--- src/hw/rtl/tmaf_pkg.sv ---
// shared constants, codes and interface types of the trimmed-mean converter filter
package tmaf_pkg;

  // capture geometry
  localparam int SAMPLE_COUNT = 32;
  localparam int CHANNELS     = 4;
  localparam int SAMPLE_W     = 10;
  localparam int CHAN_IN_W    = 3;
  localparam int CHAN_OUT_W   = 2;
  localparam int ADDR_W       = $clog2(SAMPLE_COUNT);
  localparam int CNT_W        = $clog2(SAMPLE_COUNT + 1);

  // trim amount and kept range
  localparam int CUT      = SAMPLE_COUNT / 20;
  localparam int KEEP     = SAMPLE_COUNT - 2 * CUT;
  localparam int KEEP_LO  = CUT;
  localparam int KEEP_HI  = SAMPLE_COUNT - CUT - 1;
  localparam int SUM_W    = $clog2(KEEP * ((1 << SAMPLE_W) - 1) + 1);

  // reciprocal for floor(sum / KEEP), at most one low, fixed by one compare
  localparam int DIV_S    = SUM_W;
  localparam int RECIP    = (1 << DIV_S) / KEEP;
  localparam int RECIP_W  = $clog2(RECIP + 1);
  localparam int PROD_W   = SUM_W + RECIP_W;

  // item opcodes
  localparam logic OP_START  = 1'b0;
  localparam logic OP_SAMPLE = 1'b1;

  // result status codes
  typedef enum logic [2:0] {
    ST_STARTED  = 3'd0,
    ST_REJECTED = 3'd1,
    ST_STORED   = 3'd2,
    ST_DONE     = 3'd3,
    ST_IGNORED  = 3'd4
  } status_t;

  // top level sequencer
  typedef enum logic [1:0] {
    T_IDLE,
    T_SORT,
    T_DIV1,
    T_DIV2
  } top_state_t;

  // sorted store sequencer
  typedef enum logic [1:0] {
    SS_IDLE,
    SS_SHIFT,
    SS_PLACE,
    SS_SUM
  } sort_state_t;

  // insert request to the sorted store
  typedef struct packed {
    logic                insert;
    logic                last;
    logic [ADDR_W-1:0]   count;
    logic [SAMPLE_W-1:0] value;
  } sort_cmd_t;

  // completion from the sorted store
  typedef struct packed {
    logic             done;
    logic [SUM_W-1:0] sum;
  } sort_stat_t;

endpackage

--- src/hw/rtl/trimmed_mean_adc_filter.sv ---
// top level of the trimmed-mean converter filter: command decode, status and mean division
// Each accepted item (start high while busy is low) yields exactly one result, shown on the
// out_ ports for one cycle with out_valid high; the receiver cannot stall, so results must be
// taken when shown. Start items and samples outside a capture answer the next cycle and keep
// busy low, so they may come every cycle. A sample inside a capture is inserted in order into
// the sample memory, one entry moved per cycle over its single write port: busy stays high
// until the new sample is placed, after the stored samples larger than it (at most
// SAMPLE_COUNT - 1) have moved up. The sample that completes the batch adds a sweep over the
// SAMPLE_COUNT - 2*(SAMPLE_COUNT/20) kept entries through the read port, then the reciprocal
// division in T_DIV1 and T_DIV2, before the batch-done result appears.
module trimmed_mean_adc_filter
  import tmaf_pkg::*;
(
  input  logic                  clk,
  input  logic                  rst_n,
  input  logic                  start,
  output logic                  busy,
  input  logic                  in_op,
  input  logic [CHAN_IN_W-1:0]  in_channel,
  input  logic [SAMPLE_W-1:0]   in_sample,
  output logic                  out_valid,
  output logic [2:0]            out_status,
  output logic [CHAN_OUT_W-1:0] out_result_channel,
  output logic [SAMPLE_W-1:0]   out_average
);

  top_state_t            state_r, state_nxt;
  logic                  capturing_r, capturing_nxt;
  logic [CHAN_OUT_W-1:0] cap_chan_r, cap_chan_nxt;
  logic [CNT_W-1:0]      count_r, count_nxt;
  logic                  last_r, last_nxt;
  logic [SUM_W-1:0]      sum_r, sum_nxt;
  logic [PROD_W-1:0]     prod_r;
  logic                  out_valid_r, out_valid_nxt;
  status_t               out_status_r, out_status_nxt;
  logic [CHAN_OUT_W-1:0] out_chan_r, out_chan_nxt;
  logic [SAMPLE_W-1:0]   out_avg_r, out_avg_nxt;

  logic                  accept;
  logic                  chan_bad;
  logic [SUM_W-1:0]      quot_est;
  logic [SUM_W-1:0]      rem_est;
  logic [SUM_W-1:0]      quot;
  sort_cmd_t             sort_cmd;
  sort_stat_t            sort_stat;

  assign accept   = start && !busy;
  assign busy     = (state_r != T_IDLE);
  assign chan_bad = ({1'b0, in_channel} >= (CHAN_IN_W + 1)'(CHANNELS));

  // insert request for a sample inside a capture
  assign sort_cmd.insert = accept && (in_op == OP_SAMPLE) && capturing_r;
  assign sort_cmd.last   = (count_r + CNT_W'(1) == CNT_W'(SAMPLE_COUNT));
  assign sort_cmd.count  = count_r[ADDR_W-1:0];
  assign sort_cmd.value  = in_sample;

  tmaf_sort_store u_store (
    .clk  (clk),
    .rst_n(rst_n),
    .cmd  (sort_cmd),
    .stat (sort_stat)
  );

  // floor(sum / KEEP): reciprocal estimate, then one remainder correction
  assign quot_est = SUM_W'(prod_r >> DIV_S);
  assign rem_est  = sum_r - SUM_W'(quot_est * KEEP);
  assign quot     = (rem_est >= SUM_W'(KEEP)) ? quot_est + SUM_W'(1) : quot_est;

  // next state
  always_comb begin
    state_nxt = state_r;
    case (state_r)
      T_IDLE: if (sort_cmd.insert) state_nxt = T_SORT;
      T_SORT: begin
        if (sort_stat.done) begin
          state_nxt = last_r ? T_DIV1 : T_IDLE;
        end
      end
      T_DIV1:  state_nxt = T_DIV2;
      T_DIV2:  state_nxt = T_IDLE;
      default: state_nxt = T_IDLE;
    endcase
  end

  // capture state and results
  always_comb begin
    capturing_nxt  = capturing_r;
    cap_chan_nxt   = cap_chan_r;
    count_nxt      = count_r;
    last_nxt       = last_r;
    sum_nxt        = sum_r;
    out_valid_nxt  = 1'b0;
    out_status_nxt = out_status_r;
    out_chan_nxt   = out_chan_r;
    out_avg_nxt    = '0;
    case (state_r)
      T_IDLE: begin
        if (accept) begin
          out_chan_nxt = cap_chan_r;
          if (in_op == OP_START) begin
            out_valid_nxt = 1'b1;
            if (chan_bad || capturing_r) begin
              out_status_nxt = ST_REJECTED;
            end else begin
              out_status_nxt = ST_STARTED;
              out_chan_nxt   = in_channel[CHAN_OUT_W-1:0];
              cap_chan_nxt   = in_channel[CHAN_OUT_W-1:0];
              capturing_nxt  = 1'b1;
              count_nxt      = '0;
            end
          end else if (!capturing_r) begin
            out_valid_nxt  = 1'b1;
            out_status_nxt = ST_IGNORED;
          end else begin
            // sample stored: result follows once the insertion finishes
            count_nxt = count_r + CNT_W'(1);
            last_nxt  = sort_cmd.last;
          end
        end
      end
      T_SORT: begin
        if (sort_stat.done) begin
          if (last_r) begin
            sum_nxt = sort_stat.sum;
          end else begin
            out_valid_nxt  = 1'b1;
            out_status_nxt = ST_STORED;
            out_chan_nxt   = cap_chan_r;
          end
        end
      end
      T_DIV2: begin
        out_valid_nxt  = 1'b1;
        out_status_nxt = ST_DONE;
        out_chan_nxt   = cap_chan_r;
        out_avg_nxt    = quot[SAMPLE_W-1:0];
        capturing_nxt  = 1'b0;
      end
      default: ;
    endcase
  end

  // control registers
  always_ff @(posedge clk) begin
    if (!rst_n) begin
      state_r     <= T_IDLE;
      capturing_r <= 1'b0;
      cap_chan_r  <= '0;
      count_r     <= '0;
      out_valid_r <= 1'b0;
    end else begin
      state_r     <= state_nxt;
      capturing_r <= capturing_nxt;
      cap_chan_r  <= cap_chan_nxt;
      count_r     <= count_nxt;
      out_valid_r <= out_valid_nxt;
    end
  end

  // payload registers
  always_ff @(posedge clk) begin
    last_r       <= last_nxt;
    sum_r        <= sum_nxt;
    prod_r       <= PROD_W'(sum_r) * PROD_W'(RECIP);
    out_status_r <= out_status_nxt;
    out_chan_r   <= out_chan_nxt;
    out_avg_r    <= out_avg_nxt;
  end

  assign out_valid          = out_valid_r;
  assign out_status         = out_status_r;
  assign out_result_channel = out_chan_r;
  assign out_average        = out_avg_r;

  // a result follows an accepted item, an insertion or the division
  a_result_source: assert property (@(posedge clk) disable iff (!rst_n)
    out_valid |-> ($past(accept) || $past(state_r == T_DIV2) ||
                   $past(state_r == T_SORT && sort_stat.done)))
    else $error("result without a cause");

  // the store only completes while the sequencer waits for it
  a_done_in_sort: assert property (@(posedge clk) disable iff (!rst_n)
    sort_stat.done |-> (state_r == T_SORT))
    else $error("store completion outside sort wait");

  // sample count never passes the batch size
  a_count_range: assert property (@(posedge clk) disable iff (!rst_n)
    count_r <= CNT_W'(SAMPLE_COUNT))
    else $error("sample count overflow");

  // a mean is only reported with a batch-done status
  a_avg_zero: assert property (@(posedge clk) disable iff (!rst_n)
    (out_valid && out_status != ST_DONE) |-> (out_average == '0))
    else $error("nonzero average without batch done");

endmodule

--- src/hw/rtl/tmaf_sort_store.sv ---
// sample memory kept in ascending order by insertion, with trimmed-sum sweep
module tmaf_sort_store
  import tmaf_pkg::*;
(
  input  logic       clk,
  input  logic       rst_n,
  input  sort_cmd_t  cmd,
  output sort_stat_t stat
);

  logic [SAMPLE_W-1:0] mem [SAMPLE_COUNT];
  logic [SAMPLE_W-1:0] rd_q;
  logic [ADDR_W-1:0]   rd_addr;
  logic                wr_en;
  logic [ADDR_W-1:0]   wr_addr;
  logic [SAMPLE_W-1:0] wr_data;

  sort_state_t         state_r, state_nxt;
  logic [SAMPLE_W-1:0] key_r, key_nxt;
  logic [ADDR_W-1:0]   pos_r, pos_nxt;
  logic                last_r, last_nxt;
  logic [SUM_W-1:0]    acc_r, acc_nxt;
  logic                finish;
  logic [SUM_W-1:0]    sum_now;

  // memory: one write port, one registered read port
  // a read of the entry being written returns the new data
  always_ff @(posedge clk) begin
    if (wr_en) begin
      mem[wr_addr] <= wr_data;
    end
    if (wr_en && (wr_addr == rd_addr)) begin
      rd_q <= wr_data;
    end else begin
      rd_q <= mem[rd_addr];
    end
  end

  assign sum_now = acc_r + SUM_W'(rd_q);

  // next state
  always_comb begin
    state_nxt = state_r;
    case (state_r)
      SS_IDLE: begin
        if (cmd.insert) begin
          state_nxt = (cmd.count == '0) ? SS_PLACE : SS_SHIFT;
        end
      end
      SS_SHIFT: begin
        if (rd_q > key_r) begin
          if (pos_r == ADDR_W'(1)) begin
            state_nxt = SS_PLACE;
          end
        end else begin
          state_nxt = last_r ? SS_SUM : SS_IDLE;
        end
      end
      SS_PLACE: state_nxt = last_r ? SS_SUM : SS_IDLE;
      SS_SUM: begin
        if (pos_r == ADDR_W'(KEEP_HI)) begin
          state_nxt = SS_IDLE;
        end
      end
      default: state_nxt = SS_IDLE;
    endcase
  end

  // memory control and datapath
  always_comb begin
    key_nxt  = key_r;
    pos_nxt  = pos_r;
    last_nxt = last_r;
    acc_nxt  = acc_r;
    rd_addr  = '0;
    wr_en    = 1'b0;
    wr_addr  = pos_r;
    wr_data  = key_r;
    finish   = 1'b0;
    case (state_r)
      SS_IDLE: begin
        if (cmd.insert) begin
          key_nxt  = cmd.value;
          pos_nxt  = cmd.count;
          last_nxt = cmd.last;
          rd_addr  = cmd.count - ADDR_W'(1);
        end
      end
      SS_SHIFT: begin
        wr_en = 1'b1;
        if (rd_q > key_r) begin
          // move the larger entry up one place and look one lower
          wr_data = rd_q;
          pos_nxt = pos_r - ADDR_W'(1);
          rd_addr = pos_r - ADDR_W'(2);
        end else begin
          finish = 1'b1;
        end
      end
      SS_PLACE: begin
        wr_en   = 1'b1;
        wr_addr = '0;
        finish  = 1'b1;
      end
      SS_SUM: begin
        // accumulate the kept range, one entry a cycle
        acc_nxt = sum_now;
        pos_nxt = pos_r + ADDR_W'(1);
        rd_addr = pos_r + ADDR_W'(1);
      end
      default: ;
    endcase
    // start the sweep over the kept range when the batch is complete
    if (finish && last_r) begin
      rd_addr = ADDR_W'(KEEP_LO);
      pos_nxt = ADDR_W'(KEEP_LO);
      acc_nxt = '0;
    end
  end

  // completion
  always_comb begin
    stat.done = 1'b0;
    stat.sum  = sum_now;
    case (state_r)
      SS_SHIFT, SS_PLACE: stat.done = finish && !last_r;
      SS_SUM:             stat.done = (pos_r == ADDR_W'(KEEP_HI));
      default:            stat.done = 1'b0;
    endcase
  end

  always_ff @(posedge clk) begin
    if (!rst_n) begin
      state_r <= SS_IDLE;
    end else begin
      state_r <= state_nxt;
    end
  end

  always_ff @(posedge clk) begin
    key_r  <= key_nxt;
    pos_r  <= pos_nxt;
    last_r <= last_nxt;
    acc_r  <= acc_nxt;
  end

endmodule

--- config.mk ---
export PLATFORM = sky130hd
export DESIGN_NAME = trimmed_mean_adc_filter
export DESIGN_NICKNAME = d
export VERILOG_FILES = /design/src/hw/rtl/tmaf_pkg.sv /design/src/hw/rtl/trimmed_mean_adc_filter.sv /design/src/hw/rtl/tmaf_sort_store.sv
export SDC_FILE = /design/constraint.sdc
export NUM_CORES = 1
export LEC_CHECK = 0
export ABC_AREA = 1
export BUFFER_PORTS_ARGS = -buffer_cell sky130_fd_sc_hd__buf_2
export CORE_ASPECT_RATIO = 0.6
export CORE_MARGIN = 2
export CORE_UTILIZATION = 55
export CTS_BUF_LIST = sky130_fd_sc_hd__clkbuf_8 sky130_fd_sc_hd__clkbuf_16
export DETAILED_ROUTE_END_ITERATION = 12
export HOLD_SLACK_MARGIN = 0.03
export PLACE_DENSITY = 0.74
export SYNTH_ARGS = -nofsm -noshare
export SYNTH_HDL_FRONTEND = slang
export SYNTH_HIERARCHICAL = 1
export SYNTH_SLANG_ARGS = --single-unit
--- constraint.sdc ---
create_clock -name clk -period 4.5 [get_ports clk]
set_input_delay 0.9 -clock clk [delete_from_list [all_inputs] [get_ports clk]]
set_output_delay 0.9 -clock clk [all_outputs]
set_load 0.005 [all_outputs]
==> metrics.cfg, run 1 <==
[status]
status = finished, final reports clean

[clocking]
cts_sinks = 412
cts_buffer_depth = 3
cts_buffers = 39
clk_pin_slew_ns = 0.07
worstSkewPairLatency_ns = 0.55
cts_tree = built
ctsHoldBuffers = 0
h-tree-depth = 2
cts_root_buf = clkbuf_16

[synth]
syn_inst = 2031
synth_warnings = 6
synth_top_cell_area_share_pct = 49.97
seq_area_frac_synth_pct = 55.65
synth_area_leaders = edfxtp_1 50%, ha_1 7.0%, dfxtp_1 5.7%
synth_cell_type_count = 50
synth-edff-count = 352
syn_avg_cell_area_um2 = 10.41
synth_top_cell_by_area = edfxtp_1
synth_flop_cell = edfxtp_1
ys_ff_latch = 412
syn_area_um2 = 21150
async_flop_share_pct = 0
syn_nets = 2193

[worst_setup_path]
cp.buffers_inverters = 6
end_kind = register
worstPathMaxFanout = 5
crit_path_frequent_cell = nand2_1
critPathSlowestCell = fa_1
critPathKind = reg -> reg
crit_chain = buf_6, fa_1, inv_2, fa_1, inv_2, ha_1, nand3_1, nand2_1, buf_4, a31oi_2, xor2_1, ha_1, buf_4, nand2_2, nor2_1, nand2_1, a31oi_1, nor2_2, nand2_1, nand3_2, nor2_4, buf_6, nand3_1, a21oi_2
critPathRequiredTime_ns = 4.95
critical_path_arrival_ns = 4.92
path_delay_family = adder cells
slowest_delay_ns = 0.56
worst_setup_path_start_kind = register

[route]
viasPerCell = 5.926
dr_wl_met3_um = 6628
drt-initial-drc-count = 2065
drt_wl_total_um = 54320
dr.pass1.iters = 6
drc = 0
wl_met1_um = 24650
wl_met2_um = 22260
post_drt_wl_per_cell_um = 20.58
vias = 15640
top_layer_used = met4
ant_nets = 0

[timing]
fin_crit_sh_pct = 99.28
final.setup_skew_ns = 0.02113
final-setup-viol-count = 0
fin_ws_ns = 0.03247
tightest_slew_ns = 1.325
slew_headroom_pct = 11.37
hold_viol_final = 0
fin_crit_ns = 4.468
fmax_mhz = 223.8
drv_slew = 0
rsz0062_at_grt = true
timing.hold.ws_ns = 0.4706
tns_ns = 0

[power]
ir_drop_v = 0.0003973
power_frac_clock_pct = 31.9
p_leak_nw = 9.279
p_per_area_nw_per_um2 = 422.7
p_int_mw = 6.839
power_switching_mw = 3.100
p_seq_share_pct = 45.1
power.total_mw = 9.938
switching_share_pct = 31.19
p_comb_share_pct = 23.0

[cells_and_area]
final_area_um2 = 23510
layoutNonFillerInstCount = 2639
regArea_um2 = 11790
area_growth_pct = 11.16
multi_input_area_um2 = 8290
drive_gt1_share_pct = 11.62
utilization_pct = 62.24
fillers = 2963
fin_nets = 2257

[place]
dp_hpwl_um = 37020
port-buffer-count = 33
pre_cts_ws_ns = -0.09039
dpl_cell_area_um2 = 21960
dp.cells = 2555
gp_congestion = 0.8999

[floorplan]
io_pins = 34
fp.dieArea_um2 = 40100
fp.dieW_um = 257.2
initial_core_util_pct = 55.99
core_region_area_um2 = 37780
row_count = 55
die_height_um = 155.9

[worst_hold_path]
hp-class = reg -> reg

[grt]
grt_usage_pct = 26.81
grt_max_degree = 151
antenna_found_initial = 1
overflow = 0
grt_pass1_wl_um = 82330
first_global_vias = 14480

[run]
maxCapViolCount = 0

[cell usage after synthesis (all sizes together), types with 13 or more instances]
cell and number:
edfxtp 352, nand2 312, nor2 260, o21bai 76
xor2 32, and2 13, fa 27, a21oi 88
buf 58, o221ai 75, ha 118, inv 210
dfxtp 60, o21ai 118, nand3 138, clkbuf 23
[kinds of logic (layout without fill, tap and decap cells)]
kind of cell | Yosys count | in the layout | synth area share (%)
AOI/OAI and AO/OA | 388 | 388 | 11.93
buffers and inverters | 294 | 388 | 6.175
DFF | 412 | 412 | 55.65
and+or+nand+nor | 752 | 752 | 15.05
xor gates and xnor gates | 40 | 40 | 1.656
other | 0 | 1 | 0
adders and majority gates | 145 | 145 | 9.535
[layout by cell type (no fill, tap or decap), types with 6 or more instances in the layout]
cell type  synthesis  final
nand3_1          133    126
o21bai_1          76     76
nand4_1           10     10
inv_1            204    204
nand2_2           13     16
a21oi_2            7     15
xor2_1            32     32
o221ai_1          75     75
nor3_1             8      8
nor2_1           252    250
clkbuf_16          0     41
buf_4              5     62
edfxtp_1         352    352
fa_1              27     26
xnor2_1            8      8
ha_1             118    112
clkinv_2           0      6
o21ai_1            7      7
clkinv_1           3     11
nor2_2             7      7
inv_2              5     13
ha_4               0      6
and2_1            13     13
a21oi_1           81     73
dfxtp_1           60     54
buf_2             31     33
nand2_1          298    294
o21ai_0          110    110
nand3_2            5     11
[power groups by stage]
stage	combinational (mW)	clock, mW	sequential (mW)
2_1_floorplan	1.62	0	4.51
3_3_place_gp	2.14	0	4.55
3_5_place_dp	2.19	0	4.56
4_1_cts	2.21	3.22	4.48
5_1_grt	2.52	3.37	4.49
6_report	2.28	3.17	4.48
[registers in the layout, summed over array words and instances, names as in the netlist, named ones only]
name and flops:
cap_chan_r 2, capturing_r 1, count_r 6, last_r 1
out_average 10, out_result_channel 2, out_status 3, out_valid 1
prod_r 11, state_r 1, sum_r 15, u_store/acc_r 15
u_store/key_r 10, u_store/last_r 1, u_store/mem 320, u_store/pos_r 5
u_store/state_r 2
[cell type report]
class | instances | area share (%)
tap | 513 | 2.730
sequential | 412 | 50.13
inverter | 213 | 3.411
multi-input combinational | 1325 | 35.26
antenna | 1 | 0.01064
timing repair buffer | 104 | 3.262
clock buffer | 43 | 4.481
clock inverter | 28 | 0.7184
[metal layers]
layer / up-vias / track usage [%]
met1: 7631 / 41.90
met3: 63 / 7.277
li1: 7216 / -
met4: 0 / 5.537
met2: 728 / 37.12
met5: - / 0
[worst register-to-register path: stages, from the launching register on]
cell and delay [ns]:
dfxtp_2 0.33, buf_6 0.12, fa_1 0.55, inv_2 0.05
fa_1 0.56, inv_2 0.06, ha_1 0.27, nand3_1 0.07
nand2_1 0.12, buf_4 0.15, a31oi_2 0.08, xor2_1 0.15
ha_1 0.37, buf_4 0.14, nand2_2 0.05, nor2_1 0.20
nand2_1 0.08, a31oi_1 0.21, nor2_2 0.07, nand2_1 0.08
nand3_2 0.08, nor2_4 0.17, buf_6 0.17, nand3_1 0.11
a21oi_2 0.14
[final timing paths]
path / startpoint / end / slack (ns) / cells past startpoint
worst max-delay path: prod_r[17]$_DFF_P_ / out_average[2]$_SDFF_PN0_ / 0.03 / 24
worst min-delay path: u_store/acc_r[4]$_SDFFE_PP0N_ / u_store/acc_r[4]$_SDFFE_PP0N_ / 0.47 / 2
worst max register to register: prod_r[17]$_DFF_P_ / out_average[2]$_SDFF_PN0_ / 0.03 / 24
worst min register to register: u_store/acc_r[4]$_SDFFE_PP0N_ / u_store/acc_r[4]$_SDFFE_PP0N_ / 0.47 / 2
[timing repair]
item	in CTS	in global routing
resized for setup	13	47
setup buffers	1	10
endpoints found under the setup margin	10	10
pin swaps	4	34
gates cloned	1	1
Power figures use the tool's default switching activity.
==> run 2: changes to the inputs <==
REMOVE_ABC_BUFFERS = 1   (was unset)
==> run 2 against run 1 <==
Register-to-register slack better by 0.03 ns. Sequential power hardly changed. First-iteration DRC count is 14% lower. Clock-buffer cell count is 1 lower. Fmax is 0.74% higher. Die area stayed put. Non-clock buffer count is 10 higher. Clock skew is 0.0016 ns higher. Critical path type unchanged.
==> metrics.cfg, run 2 (same netlist as run 1, synthesis figures left out) <==
[grt]
antenna_found_initial = 1
grt_pass1_wl_um = 84340
grt_max_degree = 164
first_global_vias = 14770
overflow = 0
grt_usage_pct = 27.57

[worst_setup_path]
endpoint = out_average[0]$_SDFF_PN0_
startpoint = prod_r[17]$_DFF_P_
r2r-end = out_average[0]$_SDFF_PN0_
crit-reg2reg-launch = prod_r[17]$_DFF_P_
r2r_slack_ns = 0.07
critPathRequiredTime_ns = 4.96
end_kind = register
critPathKind = reg -> reg
worstPathMaxFanout = 5
rr_worst_depth = 23
worst_setup_path_start_kind = register
critical_path_arrival_ns = 4.89

[power]
ir_drop_v = 0.0002894
p_leak_nw = 9.370
p_per_area_nw_per_um2 = 428.1
power.total_mw = 10.20

[timing]
slew_headroom_pct = 15.11
drv_slew = 0
tightest_slew_ns = 1.269
final.setup_skew_ns = 0.02272
fin_crit_sh_pct = 98.55
fin_crit_ns = 4.435
fmax_mhz = 225.5
rsz0062_at_grt = true
tns_ns = 0
hold_viol_final = 0
final-setup-viol-count = 0

[floorplan]
fp.dieW_um = 257.2
fp.dieArea_um2 = 40100
initial_core_util_pct = 55.99
row_count = 55
core_region_area_um2 = 37780
io_pins = 34
die_height_um = 155.9

[place]
port-buffer-count = 33
dp.cells = 2563
dpl_cell_area_um2 = 22050
gp_congestion = 0.9756
dp_hpwl_um = 37940

[clocking]
h-tree-depth = 2
clk_pin_slew_ns = 0.06
cts_tree = built
cts_root_buf = clkbuf_16
worstSkewPairLatency_ns = 0.56
cts_buffer_depth = 3
ctsHoldBuffers = 0
cts_sinks = 412
cts_buffers = 39

[status]
status = finished, final reports clean

[route]
dr_wl_met3_um = 7200
wl_met1_um = 24800
top_layer_used = met4
vias = 15750
ant_nets = 0
post_drt_wl_per_cell_um = 20.80
drt_wl_total_um = 55130
dr.pass1.iters = 6
viasPerCell = 5.942
drc = 0
wl_met2_um = 22140
drt-initial-drc-count = 1781

[cells_and_area]
largest_reg_flops = 320
fillers = 2923
final_area_um2 = 23820
layout_commonest_cell = edfxtp_1
area_growth_pct = 12.60
layoutNonFillerInstCount = 2650
largestRegisters = u_store/mem: 320 flops, sum_r: 15 flops, u_store/acc_r: 15 flops
layout_common_cells = 352 x edfxtp_1, 284 x nand2_1, 247 x nor2_1
drive_gt1_share_pct = 13.26
fin_nets = 2267
largest_register = u_store/mem

[worst_hold_path]
hp-class = reg -> reg

[run]
maxCapViolCount = 0

-- run 2: cell types whose count changed in the layout (fill, tap and decap cells not counted), sizes merged --
cell      delta
clkbuf       -1
diode        +1
bufinv       +4
buf         +10
clkinv       -6
clkinvlp     +1
inv          +2
-- run 2: worst min path at each step --
stage	from	to	slack (ns)	depth (start not counted)
final	u_store/acc_r[5]$_SDFFE_PP0N_	u_store/acc_r[5]$_SDFFE_PP0N_	0.47	2
after global routing	u_store/acc_r[0]$_SDFFE_PP0N_	u_store/acc_r[0]$_SDFFE_PP0N_	0.50	2
after CTS	u_store/acc_r[5]$_SDFFE_PP0N_	u_store/acc_r[5]$_SDFFE_PP0N_	0.47	2
after detailed placement	u_store/acc_r[5]$_SDFFE_PP0N_	u_store/acc_r[5]$_SDFFE_PP0N_	0.46	2
after global placement	u_store/acc_r[0]$_SDFFE_PP0N_	u_store/acc_r[0]$_SDFFE_PP0N_	0.45	2
after floorplan	u_store/acc_r[3]$_SDFFE_PP0N_	u_store/acc_r[3]$_SDFFE_PP0N_	0.45	2
-- run 2: worst max-delay path, cell delays in order, from the launching register on --
cell and delay (ns):
dfxtp_2 0.32, buf_6 0.12, fa_1 0.54, inv_2 0.05, fa_1 0.51, inv_2 0.05, fa_2 0.40, a31oi_4 0.23
o31ai_4 0.11, buf_4 0.14, xor2_1 0.14, ha_1 0.39, inv_2 0.07, buf_6 0.13, nor3_4 0.17, nand2_2 0.08
nand3_2 0.07, nand2_2 0.05, nor2_2 0.11, nand2_2 0.07, nor2_4 0.21, buf_6 0.19, nand3_2 0.08, a21oi_2 0.12
-- run 2: area by class of cell --
cell class | count | area (um^2) | area share (%)
Sequential cell | 412 | 11790 | 49.49
Multi-Input combinational cell | 1325 | 8378 | 35.18
Clock buffer | 42 | 1028 | 4.318
Timing Repair Buffer | 114 | 887.1 | 3.725
Inverter | 213 | 804.5 | 3.378
Tap cell | 513 | 641.9 | 2.695
Clock inverter | 29 | 285.3 | 1.198
Antenna cell | 2 | 5.005 | 0.02101
-- run 2: power breakdown --
| group | internal, mW | switching, mW |
|---|---|---|
| sequential | 4.37 | 0.107 |
| clock | 1.95 | 1.45 |
| combinational | 0.734 | 1.58 |
-- run 2: what timing repair did --
action,in CTS,in global routing
gates resized for setup,9,80
pin swaps,1,45
gates cloned,0,1
setup buffers,1,12
setup endpoints to repair,10,10
-- run 2: routing by layer --
| metal | GRT usage (%) | vias to the layer above |
|---|---|---|
| met4 | 6.202 | 0 |
| met5 | 0 | - |
| met3 | 7.310 | 79 |
| li1 | - | 7236 |
| met2 | 37.88 | 834 |
| met1 | 43.23 | 7598 |
-- run 2: through the flow --
step / util, % / hold WS (ns) / setup WS, ns
floorplan: - / 0.4452 / -2.449
global placement: 58.38 / 0.4550 / -0.01447
detailed placement: 58.38 / 0.4642 / -0.1661
CTS: 62.00 / 0.4736 / 0.003222
global route: 63.03 / 0.4973 / -0.08962
finish: 63.04 / 0.4700 / 0.06540
